## src/design/f814_pkg.sv

```systemverilog
package f814_pkg;
    localparam int EXP_WIDTH_DEF  = 8;
    localparam int MANT_WIDTH_DEF = 14;
    localparam int PAD_BITS       = 6;
endpackage

```

## src/design/float_8_14_adder.sv

```systemverilog
// An accepted input transaction is registered in each stage in turn (order, align/add, magnitude, normalize/pack).
// One transaction is accepted per cycle; the pipeline advances when not stalled.
// i_stall freezes every stage, so nothing is lost or repeated.
// Reset (i_rst_n low, synchronous) clears the stage valid bits only.
module float_8_14_adder
    import f814_pkg::*;
#(
    parameter int EXP_WIDTH  = EXP_WIDTH_DEF,
    parameter int MANT_WIDTH = MANT_WIDTH_DEF
) (
    input  logic                              i_clk,
    input  logic                              i_rst_n,
    input  logic                              i_valid,
    output logic                              o_stall,
    input  logic [EXP_WIDTH+MANT_WIDTH:0]     i_left_word,
    input  logic [EXP_WIDTH+MANT_WIDTH:0]     i_right_word,
    output logic                              o_valid,
    input  logic                              i_stall,
    output logic [EXP_WIDTH+MANT_WIDTH:0]     o_sum_word
);
    localparam int SW = MANT_WIDTH + PAD_BITS + 2;
    localparam int MAG_BITS = MANT_WIDTH + 8;
    localparam int NORM_BITS = MANT_WIDTH + 7;
    localparam int LZW = $clog2(NORM_BITS);

    logic adv;
    assign adv = !i_stall;
    assign o_stall = i_stall;

    // stage 1: order operands, pad
    logic [EXP_WIDTH-1:0] ea, eb, n_eref, n_diff;
    logic swap;
    logic [EXP_WIDTH+MANT_WIDTH:0] rw, ow;
    logic signed [SW-1:0] n_pr, n_po;
    logic r_v1;
    logic [EXP_WIDTH-1:0] r_eref1, r_diff1;
    logic signed [SW-1:0] r_pr1, r_po1;

    function automatic logic signed [SW-1:0] pad(input logic [EXP_WIDTH+MANT_WIDTH:0] w);
        logic [SW-1:0] m;
        m = {{(SW-MANT_WIDTH-1){1'b0}}, (w[MANT_WIDTH+:EXP_WIDTH] != '0),
             w[MANT_WIDTH-1:0]} << PAD_BITS;
        pad = w[EXP_WIDTH+MANT_WIDTH] ? -$signed(m) : $signed(m);
    endfunction

    always_comb begin
        ea = i_left_word[MANT_WIDTH+:EXP_WIDTH];
        eb = i_right_word[MANT_WIDTH+:EXP_WIDTH];
        swap = eb > ea;
        rw = swap ? i_right_word : i_left_word;
        ow = swap ? i_left_word : i_right_word;
        n_eref = swap ? eb : ea;
        n_diff = n_eref - (swap ? ea : eb);
        n_pr = pad(rw);
        n_po = pad(ow);
    end

    // stage 2: align and add
    logic signed [SW-1:0] shifted;
    logic signed [SW:0] n_sum;
    logic r_v2;
    logic [EXP_WIDTH-1:0] r_eref2;
    logic [SW:0] r_sum2;
    always_comb begin
        shifted = r_po1 >>> r_diff1;
        n_sum = {r_pr1[SW-1], r_pr1} + {shifted[SW-1], shifted};
    end

    // stage 3: magnitude and leading-zero count
    logic [SW:0] n_mag;
    logic [LZW-1:0] n_lz;
    logic r_v3, r_sign3;
    logic [EXP_WIDTH-1:0] r_eref3;
    logic [MAG_BITS-1:0] r_mag3;
    logic [LZW-1:0] r_lz3;
    always_comb begin
        n_mag = r_sum2[SW] ? -r_sum2 : r_sum2;
        n_lz = LZW'(NORM_BITS - 1);
        for (int k = 0; k < NORM_BITS - 1; k++) begin
            if (n_mag[k + 1]) n_lz = LZW'(NORM_BITS - 2 - k);
        end
    end

    // stage 4: normalize and pack
    logic [NORM_BITS-1:0] narrow;
    logic [EXP_WIDTH+MANT_WIDTH:0] n_out;
    logic r_v4;
    logic [EXP_WIDTH+MANT_WIDTH:0] r_out4;
    always_comb begin
        narrow = r_mag3[NORM_BITS-1:0] << r_lz3;
        if (r_mag3[MAG_BITS-1]) begin
            n_out = {r_sign3, r_eref3 + EXP_WIDTH'(1), r_mag3[7 +: MANT_WIDTH]};
        end else if (r_mag3 == '0) begin
            n_out = '0;
        end else begin
            n_out = {r_sign3, r_eref3 - EXP_WIDTH'(r_lz3), narrow[PAD_BITS +: MANT_WIDTH]};
        end
    end

    always_ff @(posedge i_clk) begin
        if (!i_rst_n) begin
            r_v1 <= 1'b0;
            r_v2 <= 1'b0;
            r_v3 <= 1'b0;
            r_v4 <= 1'b0;
        end else if (adv) begin
            r_v1 <= i_valid;
            r_v2 <= r_v1;
            r_v3 <= r_v2;
            r_v4 <= r_v3;
        end
    end

    always_ff @(posedge i_clk) begin
        if (adv) begin
            r_eref1 <= n_eref;
            r_diff1 <= n_diff;
            r_pr1   <= n_pr;
            r_po1   <= n_po;
            r_eref2 <= r_eref1;
            r_sum2  <= n_sum;
            r_sign3 <= r_sum2[SW];
            r_eref3 <= r_eref2;
            r_mag3  <= n_mag[MAG_BITS-1:0];
            r_lz3   <= n_lz;
            r_out4  <= n_out;
        end
    end

    assign o_valid = r_v4;
    assign o_sum_word = r_out4;

    a_hold: assert property (@(posedge i_clk) disable iff (!i_rst_n)
        i_stall |=> $stable(r_v4) && $stable(r_v3) && $stable(r_v1))
        else $error("pipeline moved while stalled");
    a_flow: assert property (@(posedge i_clk) disable iff (!i_rst_n)
        !i_stall |=> r_v2 == $past(r_v1))
        else $error("valid lost in stage 2");
    a_zero: assert property (@(posedge i_clk) disable iff (!i_rst_n)
        (!i_stall && r_mag3 == '0) |=> r_out4 == '0)
        else $error("zero sum not positive zero");
endmodule
```

## config.mk

```make
export PLATFORM = sky130hd
export DESIGN_NAME = float_8_14_adder
export DESIGN_NICKNAME = d
export VERILOG_FILES = /design/src/design/f814_pkg.sv /design/src/design/float_8_14_adder.sv
export SDC_FILE = /design/constraint.sdc
export NUM_CORES = 1
export LEC_CHECK = 0
export ABC_AREA = 1
export BUFFER_PORTS_ARGS = -buffer_cell sky130_fd_sc_hd__buf_2
export CAP_MARGIN = 10
export CORE_MARGIN = 2
export CORE_UTILIZATION = 35
export CTS_BUF_LIST = sky130_fd_sc_hd__clkbuf_8
export DETAILED_ROUTE_END_ITERATION = 7
export GPL_ROUTABILITY_DRIVEN = 0
export MAX_ROUTING_LAYER = met4
export PLACE_DENSITY_LB_ADDON = 0.15
export SYNTH_ARGS = -nofsm -noshare
export SYNTH_HDL_FRONTEND = slang
export SYNTH_SLANG_ARGS = --single-unit
```

## constraint.sdc

```tcl
create_clock -name i_clk -period 4.48 [get_ports i_clk]
set_input_delay 0 -clock i_clk [delete_from_list [all_inputs] [get_ports i_clk]]
set_output_delay 0 -clock i_clk [all_outputs]
set_load 0.005 [all_outputs]
```

Word level (Yosys, flattened, before mapping)

Index checks and enable logic that the tools add are counted.

Flip-flop bits (word level): 154
Bits of input ports: 50
Logic and storage cells: 66
Output and inout bits: 25

$lt $le $gt $ge: 1
Mux-type cells: 28
Shift-type cells: 2
Add/sub/neg operators: 7
Reductions and logical operators: 7

Operators by type and width:

| kind                                         | count |
|---|---|
| two-way mux 23 bit                           | 4 |
| negator 21 -> 22 bit                         | 2 |
| two-way mux 21 bit                           | 2 |
| two-way mux 4 bit                            | 8 |
| adder 22 x 22 -> 23 bit                      | 1 |
| zero test 22 bit                             | 1 |
| two-way mux 22 bit                           | 1 |
| negator 22 bit                               | 1 |
| >>> shifter 22 x 8 -> 22 bit                 | 1 |
| << shifter 21 x 5 -> 20 bit                  | 1 |
| two-way mux 8 bit                            | 2 |
| nonzero test 8 bit                           | 2 |
| OR reduction 16 bit                          | 1 |
| two-way mux 3 bit                            | 5 |
| two-way mux 5 bit                            | 3 |
| adder 8 x 1 -> 8 bit (second input constant) | 1 |
| > comparator 8 bit                           | 1 |
| OR reduction 8 bit                           | 1 |
| subtractor 8 x 5 -> 8 bit                    | 1 |
| subtractor 8 bit                             | 1 |
| two-way mux 2 bit                            | 2 |
| OR reduction 4 bit                           | 1 |
| OR reduction 2 bit                           | 1 |
| two-way mux 1 bit                            | 1 |

Logic depth before layout (Yosys ltp)

Gate-level depths: netlist (run 1).

Depth after elaboration: 21
Mapped depth: 29
Gate-level depth less buffers: 28

Worst setup path before layout (run 1)

OpenSTA, ideal clock, no wires.

Path type: register to register
From: reg r_diff1[7]
To: reg r_sum2[22] (data pin)
Stages on the path, launching flop included: 27
Period minus slack after synthesis: 3.839 ns
Path buffers: 1
Required time: 4.219 ns
Setup time: 0.261 ns
Data arrival time: 3.578 ns
Slack: 0.641 ns
Path through: edfxtp_1 nor2_2 clkbuf_1 a21oi_1 o21ai_0 nand2_1 nand2_1 inv_1 nand2_1 o21ai_0 nand2_1 a21oi_1 o21ai_0 ha_1 inv_1 fa_1 o21a_1 o21ai_0 a21oi_1 inv_1 nand2_1 nand2_1 a31oi_1 o21ai_0 nand2_1 nand3_1 o21ai_0

Cells in the longest elaborated chain, start to end: 2

RTL lines:

| item                         | RTL line                | source |
|---|---|---|
| start: declaration           | float_8_14_adder.sv:36  | `logic [EXP_WIDTH-1:0] r_eref1, r_diff1;` |
| start signal: assignment     | float_8_14_adder.sv:117 | `r_diff1 <= n_diff;` |
| >>> shifter 22 x 8 -> 22 bit | float_8_14_adder.sv:65  | `shifted = r_po1 >>> r_diff1;` |
| adder 22 x 22 -> 23 bit      | float_8_14_adder.sv:66  | `n_sum = {r_pr1[SW-1], r_pr1} + {shifted[SW-1], shifted};` |
| via n_sum[22]                | float_8_14_adder.sv:60  | `logic signed [SW:0] n_sum;` |
| end signal: assignment       | float_8_14_adder.sv:121 | `r_sum2 <= n_sum;` |
| end: declaration             | float_8_14_adder.sv:63  | `logic [SW:0] r_sum2;` |

The timed path passes the listed nets, and every way through them passes these cells.
A chain may end at the register's enable or synchronous reset.

Final worst setup path (run 1)

Same ends and word-level chain as after synthesis.

==> results_dict.tcl, run 1 <==
set metrics [dict create \
    outcome "finished clean" \
    ys_async_sr_fraction_pct 0 \
    cp-end-kind "flip-flop" \
    grt_max_degree 107 \
    setup_violations 0 \
    met3_length_um 644 \
    relSlewSlack_pct 39.13 \
    timing.max_cap.violations 0 \
    area_growth_pct 13.62 \
    synth_nets 1362 \
    min_path_type "input port to flip-flop" \
    wl_met2_um 11010 \
    clk_root_buffer_cell "clkbuf_8" \
    cts_buffers 17 \
    fp.dieH_um 173.6 \
    required_ns 4.68 \
    synth_area_sq_um 10070 \
    overflow 0 \
    ant_nets 0 \
    criticalPathCategory "flip-flop to flip-flop" \
    initial_utilization_pct 35.28 \
    ys_seq_area_share_pct 41.94 \
    power_density_nw_per_um2 509.2 \
    peakVddDrop_v 0.0001962 \
    slew_viol_final 0 \
    synth_warnings 0 \
    place_area_sq_um 10800 \
    drive_gt1_share_pct 13.25 \
    drt_first_pass_iters 6 \
    num_io_pins 75 \
    rsz0062_at_grt "true" \
    hold_viol_final 0 \
    ys.flop_type "edfxtp_1" \
    grt_pass1_vias 7770 \
    clockBufferDepth 2 \
    fmax_mhz 249.1 \
    fin_area_sq_um 11440 \
    core_sq_um 28550 \
    p_leak_uw 0.005075 \
    crit_fanout 16 \
    synth_edf_count 138 \
    viasPerCell 4.750 \
    antenna_found_initial 0 \
    die_w_um 173.6 \
    vias 8351 \
    num-nets-final 1447 \
    ys_types 52 \
    period_needed_ns 4.014 \
    ys_seq_elements 142 \
    placed_cells 1703 \
    arrival_ns 4.21 \
    io_buffers 74 \
    grt_pass1_wl_um 38620 \
    cts_tree "built" \
    dr.max_layer_used "met4" \
    dp_hpwl_um 18150 \
    clkTransAtPathRegs_ns 0.11 \
    finalCritPeriodShare_pct 89.59 \
    drt_iter0_drc 454 \
    final_core_util_pct 40.09 \
    num_antenna_cells 0 \
    setup_ws_ns 0.4663 \
    met1Wirelength_um 11140 \
    start_kind "flip-flop" \
    drt-total-wl_um 23240 \
    final.fill_count 3019 \
    wire_per_inst_um 13.22 \
    netlist_instances 1276 \
    route.detailed.drc 0 \
    cts.sinks 142 \
    post-place-ws_ns 0.2554 \
    grt_usage_pct 16.19 \
    htreeDepth 4 \
    skew_ns 0.02006 \
    instances_no_fill 1758 \
    worst_pin_slew_ns 0.9131 \
    setup-tns-final_ns 0 \
    clk_latency_ns 0.46 \
    post_cts_buffers 0 \
    syn_area_per_cell_sq_um 7.894 \
    rows 62 \
    dieArea_sq_um 30150 \
]
==> cell usage after synthesis (all sizes together), types with 2 or more instances <==
| library cell | instances | area (sq um) |
|---|---|---|
| nor3 | 9 | 65.06 |
| nand2 | 328 | 1249 |
| o221ai | 3 | 26.28 |
| o211ai | 9 | 67.56 |
| edfxtp | 138 | 4144 |
| ha | 34 | 425.4 |
| o31ai | 4 | 30.03 |
| inv | 175 | 656.9 |
| o311ai | 2 | 25.03 |
| o22ai | 9 | 56.30 |
| a21oi | 72 | 412.9 |
| nand3b | 4 | 30.03 |
| dfxtp | 4 | 80.08 |
| mux2i | 10 | 100.1 |
| o21ai | 175 | 924.6 |
| clkbuf | 28 | 105.1 |
| a211oi | 3 | 22.52 |
| fa | 2 | 40.04 |
| buf | 18 | 138.9 |
| nor2 | 91 | 371.6 |
| nand3 | 58 | 300.3 |
| xor2 | 37 | 324.1 |
| nand4 | 17 | 112.6 |
| o21a | 4 | 30.03 |
| xnor2 | 21 | 183.9 |
| nor4 | 4 | 25.02 |
| a31oi | 2 | 12.51 |
| or2 | 7 | 43.80 |
==> report_power, final <==
group          switching [uW]  total (uW)  internal (uW)
combinational            1650        2600            945
sequential                238        2190           1950
clock                     605        1040            433
==> sequential cells by signal (all words and copies together), names as in the netlist <==
name and cells:
r_eref2 8, r_diff1 8, r_v1 1, r_lz3 5, o_valid 1, r_mag3 22
r_v2 1, o_sum_word 23, r_eref3 8, r_sum2 23, r_pr1 16, r_sign3 1
r_po1 16, r_v3 1, r_eref1 8
==> repair_timing <==
action                                 CTS  global route
hold buffers                            23             0
endpoints found under the hold margin   21             0
gates resized for setup                  0             4
setup endpoints to repair                0             3
==> layout by cell type, fill, tap and decap left out, types with 4 or more instances in the layout <==
cell type	count
a21oi_1	58
a21oi_2	14
buf_2	74
buf_4	15
clkbuf_8	17
clkinv_8	4
dfxtp_1	4
dlygate4sd3_1	23
edfxtp_1	138
ha_1	34
inv_1	170
inv_2	4
inv_6	5
inv_8	5
mux2i_1	10
nand2_1	323
nand2_2	4
nand3_1	56
nand3b_1	4
nand4_1	16
nor2_1	82
nor2_2	7
nor3_1	5
nor3_2	4
nor4_1	4
o211ai_1	9
o21a_1	4
o21ai_0	147
o21ai_1	15
o21ai_2	13
o22ai_1	9
o31ai_1	4
or2_2	6
xnor2_1	21
xor2_1	37
==> cell type report <==
cell class / instances / area, sq um / share of cell area, %
clock buffer: 17 / 234.0 / 2.045
clock inverter: 15 / 180.2 / 1.574
inverter: 175 / 661.9 / 5.784
multi-input combinational: 913 / 4950 / 43.25
sequential: 142 / 4224 / 36.91
tap: 384 / 480.5 / 4.199
timing repair buffer: 112 / 713.2 / 6.232
==> routing by layer <==
layer | vias to the layer above | global-route usage (%)
met2 | 157 | 26.30
met5 | - | -
met1 | 3707 | 21.04
met3 | 38 | 1.974
met4 | 0 | 5.427
li1 | 4449 | -
==> through the flow <==
stage,total power (uW),hold slack (ns)
global placement,4810,0.2453
floorplan,4120,0.08082
detailed placement,4808,0.2637
global route,6358,0.04121
finish,5827,0.03312
CTS,5880,0.0003958
==> logic make-up after synthesis <==
logic type               after synthesis  share of synthesized area (%)
adder cells (fa/ha/maj)               36                          4.621
AND/OR/NAND/NOR                      519                          21.88
AO/OA/AOI/OAI                        290                          16.58
buffers and inverters                221                          8.944
flip-flops                           142                          41.94
multiplexers                          10                         0.9938
XOR/XNOR                              58                          5.044
==> worst paths after layout <==
path	from	to	slack, ns	cells past startpoint
hold reg to reg	r_eref2[1]$_DFFE_PN_	r_eref3[1]$_DFFE_PN_	0.42	0
setup reg to reg	r_diff1[7]$_DFFE_PN_	r_sum2[22]$_DFFE_PN_	0.47	27
setup / recovery	r_diff1[7]$_DFFE_PN_	r_sum2[22]$_DFFE_PN_	0.47	27
hold / removal	i_left_word[18]	r_eref1[4]$_DFFE_PN_	0.03	5
==> worst max-delay path: stages (launching register included) <==
cell and delay (ns):
edfxtp_1 0.39, nor2_2 0.15, buf_4 0.22, a21oi_1 0.09, or2_2 0.27, o21ai_0 0.10
nand2_1 0.09, nand2_1 0.07, inv_1 0.04, nand2_1 0.04, o21ai_0 0.11, nand2_1 0.09
a21oi_1 0.07, o21ai_0 0.15, ha_1 0.18, inv_1 0.05, fa_1 0.40, o21a_1 0.24
o21ai_1 0.20, a21oi_1 0.10, inv_1 0.06, nand2_1 0.04, nand2_1 0.09, a31oi_1 0.12
o21ai_1 0.21, nand2_1 0.07, nand3_1 0.06, o21ai_0 0.07
Power figures use the tool's default switching activity.
==> inputs of run 2 (changes only) <==
--- a/config.mk
+++ b/config.mk
@@ -8,7 +8,7 @@
 export ABC_AREA = 1
 export BUFFER_PORTS_ARGS = -buffer_cell sky130_fd_sc_hd__buf_2
 export CAP_MARGIN = 10
-export CORE_MARGIN = 2
+export CORE_MARGIN = 1
 export CORE_UTILIZATION = 35
 export CTS_BUF_LIST = sky130_fd_sc_hd__clkbuf_8
 export DETAILED_ROUTE_END_ITERATION = 7
==> run 2 against run 1 <==
Largest power group unchanged. First-iteration DRC count is 19% higher. Critical endpoint unchanged. Clock skew is 0.00079 ns higher. Sequential share of layout area is 0.089 points higher. Clock power hardly changed. Via count is 0.75% lower. Largest cell class unchanged. Design area is 0.24% lower. Global-route usage is 0.23 points higher. Maximum frequency is 0.66% lower.
==> results_dict.tcl, run 2 (synthesis results as in run 1) <==
set metrics [dict create \
    start_kind "flip-flop" \
    drive_gt1_share_pct 13.18 \
    crit_fanout 16 \
    arrival_ns 4.22 \
    cp-end-kind "flip-flop" \
    reg2reg_to "r_sum2[22]$_DFFE_PN_" \
    grt_usage_pct 16.42 \
    ant_nets 0 \
    cts_buffers 17 \
    cts_tree "built" \
    vias 8288 \
    viasPerCell 4.733 \
    grt_pass1_vias 7475 \
    num-nets-final 1446 \
    initial_utilization_pct 35.96 \
    htreeDepth 4 \
    drt_first_pass_iters 5 \
    core_sq_um 28010 \
    num_io_pins 75 \
    timing.max_cap.violations 0 \
    power_density_nw_per_um2 510.0 \
    fp.dieH_um 171.6 \
    dp_hpwl_um 18000 \
    slew_viol_final 0 \
    finalCritPeriodShare_pct 90.19 \
    setup-tns-final_ns 0 \
    die_w_um 171.6 \
    cts.sinks 142 \
    io_buffers 74 \
    outcome "finished clean" \
    overflow 0 \
    reg2reg_depth 27 \
    criticalPathCategory "flip-flop to flip-flop" \
    skew_ns 0.02086 \
    drt_iter0_drc 542 \
    dieArea_sq_um 29460 \
    grt_max_degree 116 \
    clk_root_buffer_cell "clkbuf_8" \
    min_from "i_left_word[5]" \
    ff2ff_setup_slack_ns 0.44 \
    setup_ws_ns 0.4395 \
    clockBufferDepth 2 \
    peakVddDrop_v 0.0001705 \
    drt-total-wl_um 22930 \
    antenna_found_initial 0 \
    area_growth_pct 13.34 \
    r2r-start "r_diff1[7]$_DFFE_PN_" \
    p_leak_uw 0.005062 \
    relSlewSlack_pct 26.95 \
    clk_latency_ns 0.44 \
    setup_violations 0 \
    grt_pass1_wl_um 36920 \
    final_core_util_pct 40.76 \
    hold_viol_final 0 \
    rows 61 \
    layout_common_cells "nand2_1, inv_1, o21ai_0" \
    post-place-ws_ns 0.1948 \
    wire_per_inst_um 13.09 \
    fmax_mhz 247.5 \
    route.detailed.drc 0 \
    required_ns 4.66 \
    hold_depth 3 \
    min_path_type "input port to flip-flop" \
    period_needed_ns 4.040 \
    clkTransAtPathRegs_ns 0.09 \
    layout_commonest_cell "nand2_1" \
    rsz0062_at_grt "false" \
    num_antenna_cells 0 \
    worst_pin_slew_ns 1.096 \
    hold-path-endpoint "r_pr1[11]$_DFFE_PN_" \
]
-- run 2: changes by cell type in the layout (fill, tap and decap cells not counted), sizes merged --
cell / change
inv: -1
bufinv: +1
clkinv: -2
clkinvlp: +2
buf: -1
-- run 2: critical path: stages (launching register included) --
cell      delay [ns]
edfxtp_1        0.38
nor2_2          0.15
buf_4           0.21
a21oi_1         0.09
or2_2           0.27
o21ai_0         0.10
nand2_1         0.07
nand2_1         0.06
inv_1           0.04
nand2_1         0.04
o21ai_0         0.10
nand2_1         0.08
a21oi_1         0.07
o21ai_0         0.18
ha_1            0.19
inv_1           0.05
fa_1            0.40
o21a_1          0.24
o21ai_0         0.22
a21oi_1         0.09
inv_1           0.06
nand2_1         0.04
nand2_1         0.08
a31oi_1         0.12
o21ai_1         0.21
nand2_1         0.07
nand3_1         0.07
o21ai_0         0.09
-- run 2: final cells by class --
type	count	area, sq um
inverters	175	661.9
clock inverters	15	167.7
repair buffers	111	705.7
well taps	378	473.0
multi-input cells	913	4950
flip-flops and latches	142	4224
fillers	2947	16590
clock buffers	17	234.0
-- run 2: how the worst max path moves through the flow --
stage                                       start  cells past startpoint                    to  slack, ns
after global placement    r_po1[21]$_SDFFCE_PP0N_                     26  r_sum2[22]$_DFFE_PN_       0.33
after floorplan              r_diff1[7]$_DFFE_PN_                     26  r_sum2[22]$_DFFE_PN_       0.64
after global routing      r_po1[21]$_SDFFCE_PP0N_                     25  r_sum2[19]$_DFFE_PN_      0.009
after detailed placement  r_po1[21]$_SDFFCE_PP0N_                     26  r_sum2[22]$_DFFE_PN_       0.19
after CTS                 r_po1[21]$_SDFFCE_PP0N_                     26  r_sum2[22]$_DFFE_PN_       0.20
final                        r_diff1[7]$_DFFE_PN_                     27  r_sum2[22]$_DFFE_PN_       0.44
-- run 2: per-stage QoR --
| stage | total power (uW) | hold slack (ns) | cells | instance area [sq um] |
|---|---|---|---|---|
| floorplan | 4120 | 0.08082 | 1276 | 10070 |
| CTS | 5866 | 0.0005380 | 1750 | 11400 |
| global route | 6321 | 0.03521 | 1751 | 11420 |
| detailed placement | 4803 | 0.2559 | 1696 | 10780 |
| finish | 5822 | 0.03573 | 1751 | 11420 |
| global placement | 4807 | 0.2422 | 1696 | 10780 |
-- run 2: report_power, final --
part	leakage, uW	switching [uW]	internal (uW)
combinational	0.00347	1610	941
clock	0.000197	567	469
sequential	0.00139	276	1960
-- run 2: routing by layer --
metal	up-vias	routed length [um]	global-route usage (%)
met3	23	745	2.600
met5	-	0	-
met4	0	448	5.357
met2	165	10740	26.44
li1	4448	-	-
met1	3652	11000	21.00
-- run 2: repair_timing --
action                                  CTS  global route
endpoints found under the setup margin    0             4
hold buffers                             22             1
buffers inserted                          0             0
resized for setup                         0             4
hold endpoints to repair                 21             1
==> inputs of run 3 (changes only) <==
--- a/config.mk
+++ b/config.mk
@@ -8,6 +8,7 @@
 export ABC_AREA = 1
 export BUFFER_PORTS_ARGS = -buffer_cell sky130_fd_sc_hd__buf_2
 export CAP_MARGIN = 10
+export CORE_ASPECT_RATIO = 0.9
 export CORE_MARGIN = 1
 export CORE_UTILIZATION = 35
 export CTS_BUF_LIST = sky130_fd_sc_hd__clkbuf_8
==> run 3 against run 2 <==
Register-to-register slack lost 0.02 ns. Clock power grew 6%. Power grew 1.2%. First-iteration DRC count shrank 14%. Setup slack lost 0.017 ns. Die area is essentially flat. Critical endpoint is now r_sum2[20]$_DFFE_PN_. Largest cell class unchanged. Largest power group unchanged. Maximum frequency shrank 0.41%. Design area shrank 0.28%. Count of clock-buffer cells in the layout is the same. Wire length grew 3.2%. Highest routed layer unchanged. Combinational power is essentially flat. Sequential cell count is the same.
==> results_dict.tcl, run 3 (synthesis results as in run 1) <==
set metrics [dict create \
    outcome "finished clean" \
    initial_utilization_pct 35.86 \
    io_buffers 74 \
    min_path_type "input port to flip-flop" \
    endpoint "r_sum2[20]$_DFFE_PN_" \
    met2_usage_pct 29.57 \
    antenna_found_initial 0 \
    setup_violations 0 \
    top_usage_layer "met2" \
    drt-total-wl_um 23660 \
    fin_area_sq_um 11380 \
    criticalPathCategory "flip-flop to flip-flop" \
    final.fill_count 2868 \
    grt_pass1_vias 7981 \
    power_density_nw_per_um2 517.8 \
    setup-tns-final_ns 0 \
    skew_ns 0.01578 \
    grt_use_met3_pct 2.706 \
    relSlewSlack_pct 27.06 \
    fp.dieH_um 162.9 \
    critPathLaunch "r_diff1[6]$_DFFE_PN_" \
    vias 8452 \
    clk_latency_ns 0.46 \
    start_kind "flip-flop" \
    drt_iter0_drc 467 \
    place_area_sq_um 10780 \
    ff2ff_setup_slack_ns 0.42 \
    peakVddDrop_v 0.0002239 \
    clockBufferDepth 2 \
    r2r-start "r_diff1[6]$_DFFE_PN_" \
    layout_commonest_cell "nand2_1" \
    dp_hpwl_um 18440 \
    viasPerCell 4.883 \
    grt_max_degree 113 \
    num-nets-final 1444 \
    htreeDepth 4 \
    dieArea_sq_um 29460 \
    layout_common_cells "nand2_1, inv_1, o21ai_0" \
    area_growth_pct 13.02 \
    required_ns 4.68 \
    fmax_mhz 246.5 \
    overflow 0 \
    timing.max_cap.violations 0 \
    slew_viol_final 0 \
    drt_first_pass_iters 5 \
    multi_input_area_sq_um 4950 \
    num_antenna_cells 0 \
    setup_ws_ns 0.4230 \
    wire_per_inst_um 13.67 \
    cts.sinks 142 \
    grt_pass1_wl_um 38790 \
    route.detailed.drc 0 \
    reg2reg_depth 25 \
    hold_viol_final 0 \
    post-place-ws_ns 0.3506 \
    drive_gt1_share_pct 13.20 \
    grt_usage_pct 17.02 \
    rsz0062_at_grt "false" \
    arrival_ns 4.26 \
    rows 58 \
    num_io_pins 75 \
    clkTransAtPathRegs_ns 0.08 \
    worst_pin_slew_ns 1.094 \
    core_sq_um 28080 \
    regArea_sq_um 4224 \
    cts_tree "built" \
    die_w_um 180.8 \
    ant_nets 0 \
    crit_fanout 6 \
    use_met1_pct 20.49 \
    reg2reg_to "r_sum2[20]$_DFFE_PN_" \
    period_needed_ns 4.057 \
    clk_root_buffer_cell "clkbuf_8" \
    cp-end-kind "flip-flop" \
    finalCritPeriodShare_pct 90.56 \
    cts_buffers 17 \
    p_leak_uw 0.005066 \
]
## run 3: cell count changes in the layout (fill, tap and decap cells not counted), sizes merged
cell	delta
buf	+3
bufinv	+2
clkinv	+3
clkinvlp	-2
dlygate4sd3	-5
inv	-3
## run 3: power by group
| group | internal [uW] | leakage [uW] | switching, uW |
|---|---|---|---|
| sequential | 1960 | 0.00139 | 277 |
| combinational | 953 | 0.00347 | 1610 |
| clock | 559 | 0.000206 | 538 |
## run 3: worst max-delay path: stages (launching register included)
cell      delay, ns
edfxtp_1       0.41
nor2_2         0.16
nor2_2         0.08
buf_4          0.16
a21oi_1        0.14
or2_2          0.13
o21ai_0        0.10
nand2_1        0.09
o21ai_0        0.14
o21ai_0        0.25
nand2_1        0.08
a21oi_1        0.13
o21ai_0        0.10
ha_1           0.38
a21oi_1        0.17
o21a_1         0.20
o21ai_0        0.09
buf_4          0.14
a21oi_1        0.11
inv_1          0.05
nand2_1        0.05
nand2_1        0.07
a31oi_1        0.21
o21ai_1        0.11
buf_4          0.14
xor2_1         0.13
## run 3: repair_timing
action | in CTS | in global routing
endpoints found under the setup margin | 0 | 3
endpoints found under the hold margin | 17 | 0
hold buffers | 18 | 0
setup buffers | 0 | 0
gates resized for setup | 0 | 3
## run 3: worst min-delay path by stage
stage	depth (start not counted)	slack, ns	endpoint	from
final	4	0.02	r_pr1[18]$_DFFE_PN_	i_left_word[12]
after global routing	3	0.03	r_po1[10]$_DFFE_PN_	i_left_word[4]
after detailed placement	3	0.26	r_v1$_SDFFE_PN0N_	i_valid
after floorplan	1	0.08	o_stall	i_stall
after CTS	4	0.006	r_pr1[18]$_DFFE_PN_	i_left_word[12]
after global placement	3	0.25	r_v1$_SDFFE_PN0N_	i_valid
## run 3: layer usage
layer	vias to the layer above	share of wire, %
met2	209	48
met3	32	3.8
met4	0	1.7
met1	3780	46
met5	-	0
li1	4431	-
## run 3: per-stage QoR
| step | power [uW] | utilization, % | cells | hold slack [ns] |
|---|---|---|---|---|
| 3_3_place_gp | 4795 | 38.39 | 1681 | 0.2499 |
| 2_1_floorplan | 4120 | - | 1276 | 0.08082 |
| 4_1_cts | 5925 | 40.51 | 1731 | 0.005554 |
| 5_1_grt | 6381 | 40.53 | 1731 | 0.02641 |
| 3_5_place_dp | 4805 | 38.39 | 1681 | 0.2606 |
| 6_report | 5894 | 40.53 | 1731 | 0.01717 |
## run 3: cell type report
type / count / share of cell area, %
repair buffers: 109 / 5.990
flip-flops and latches: 142 / 37.11
well taps: 360 / 3.957
inverters: 175 / 5.814
clock buffers: 17 / 2.055
clock inverters: 15 / 1.594
multi-input cells: 913 / 43.48
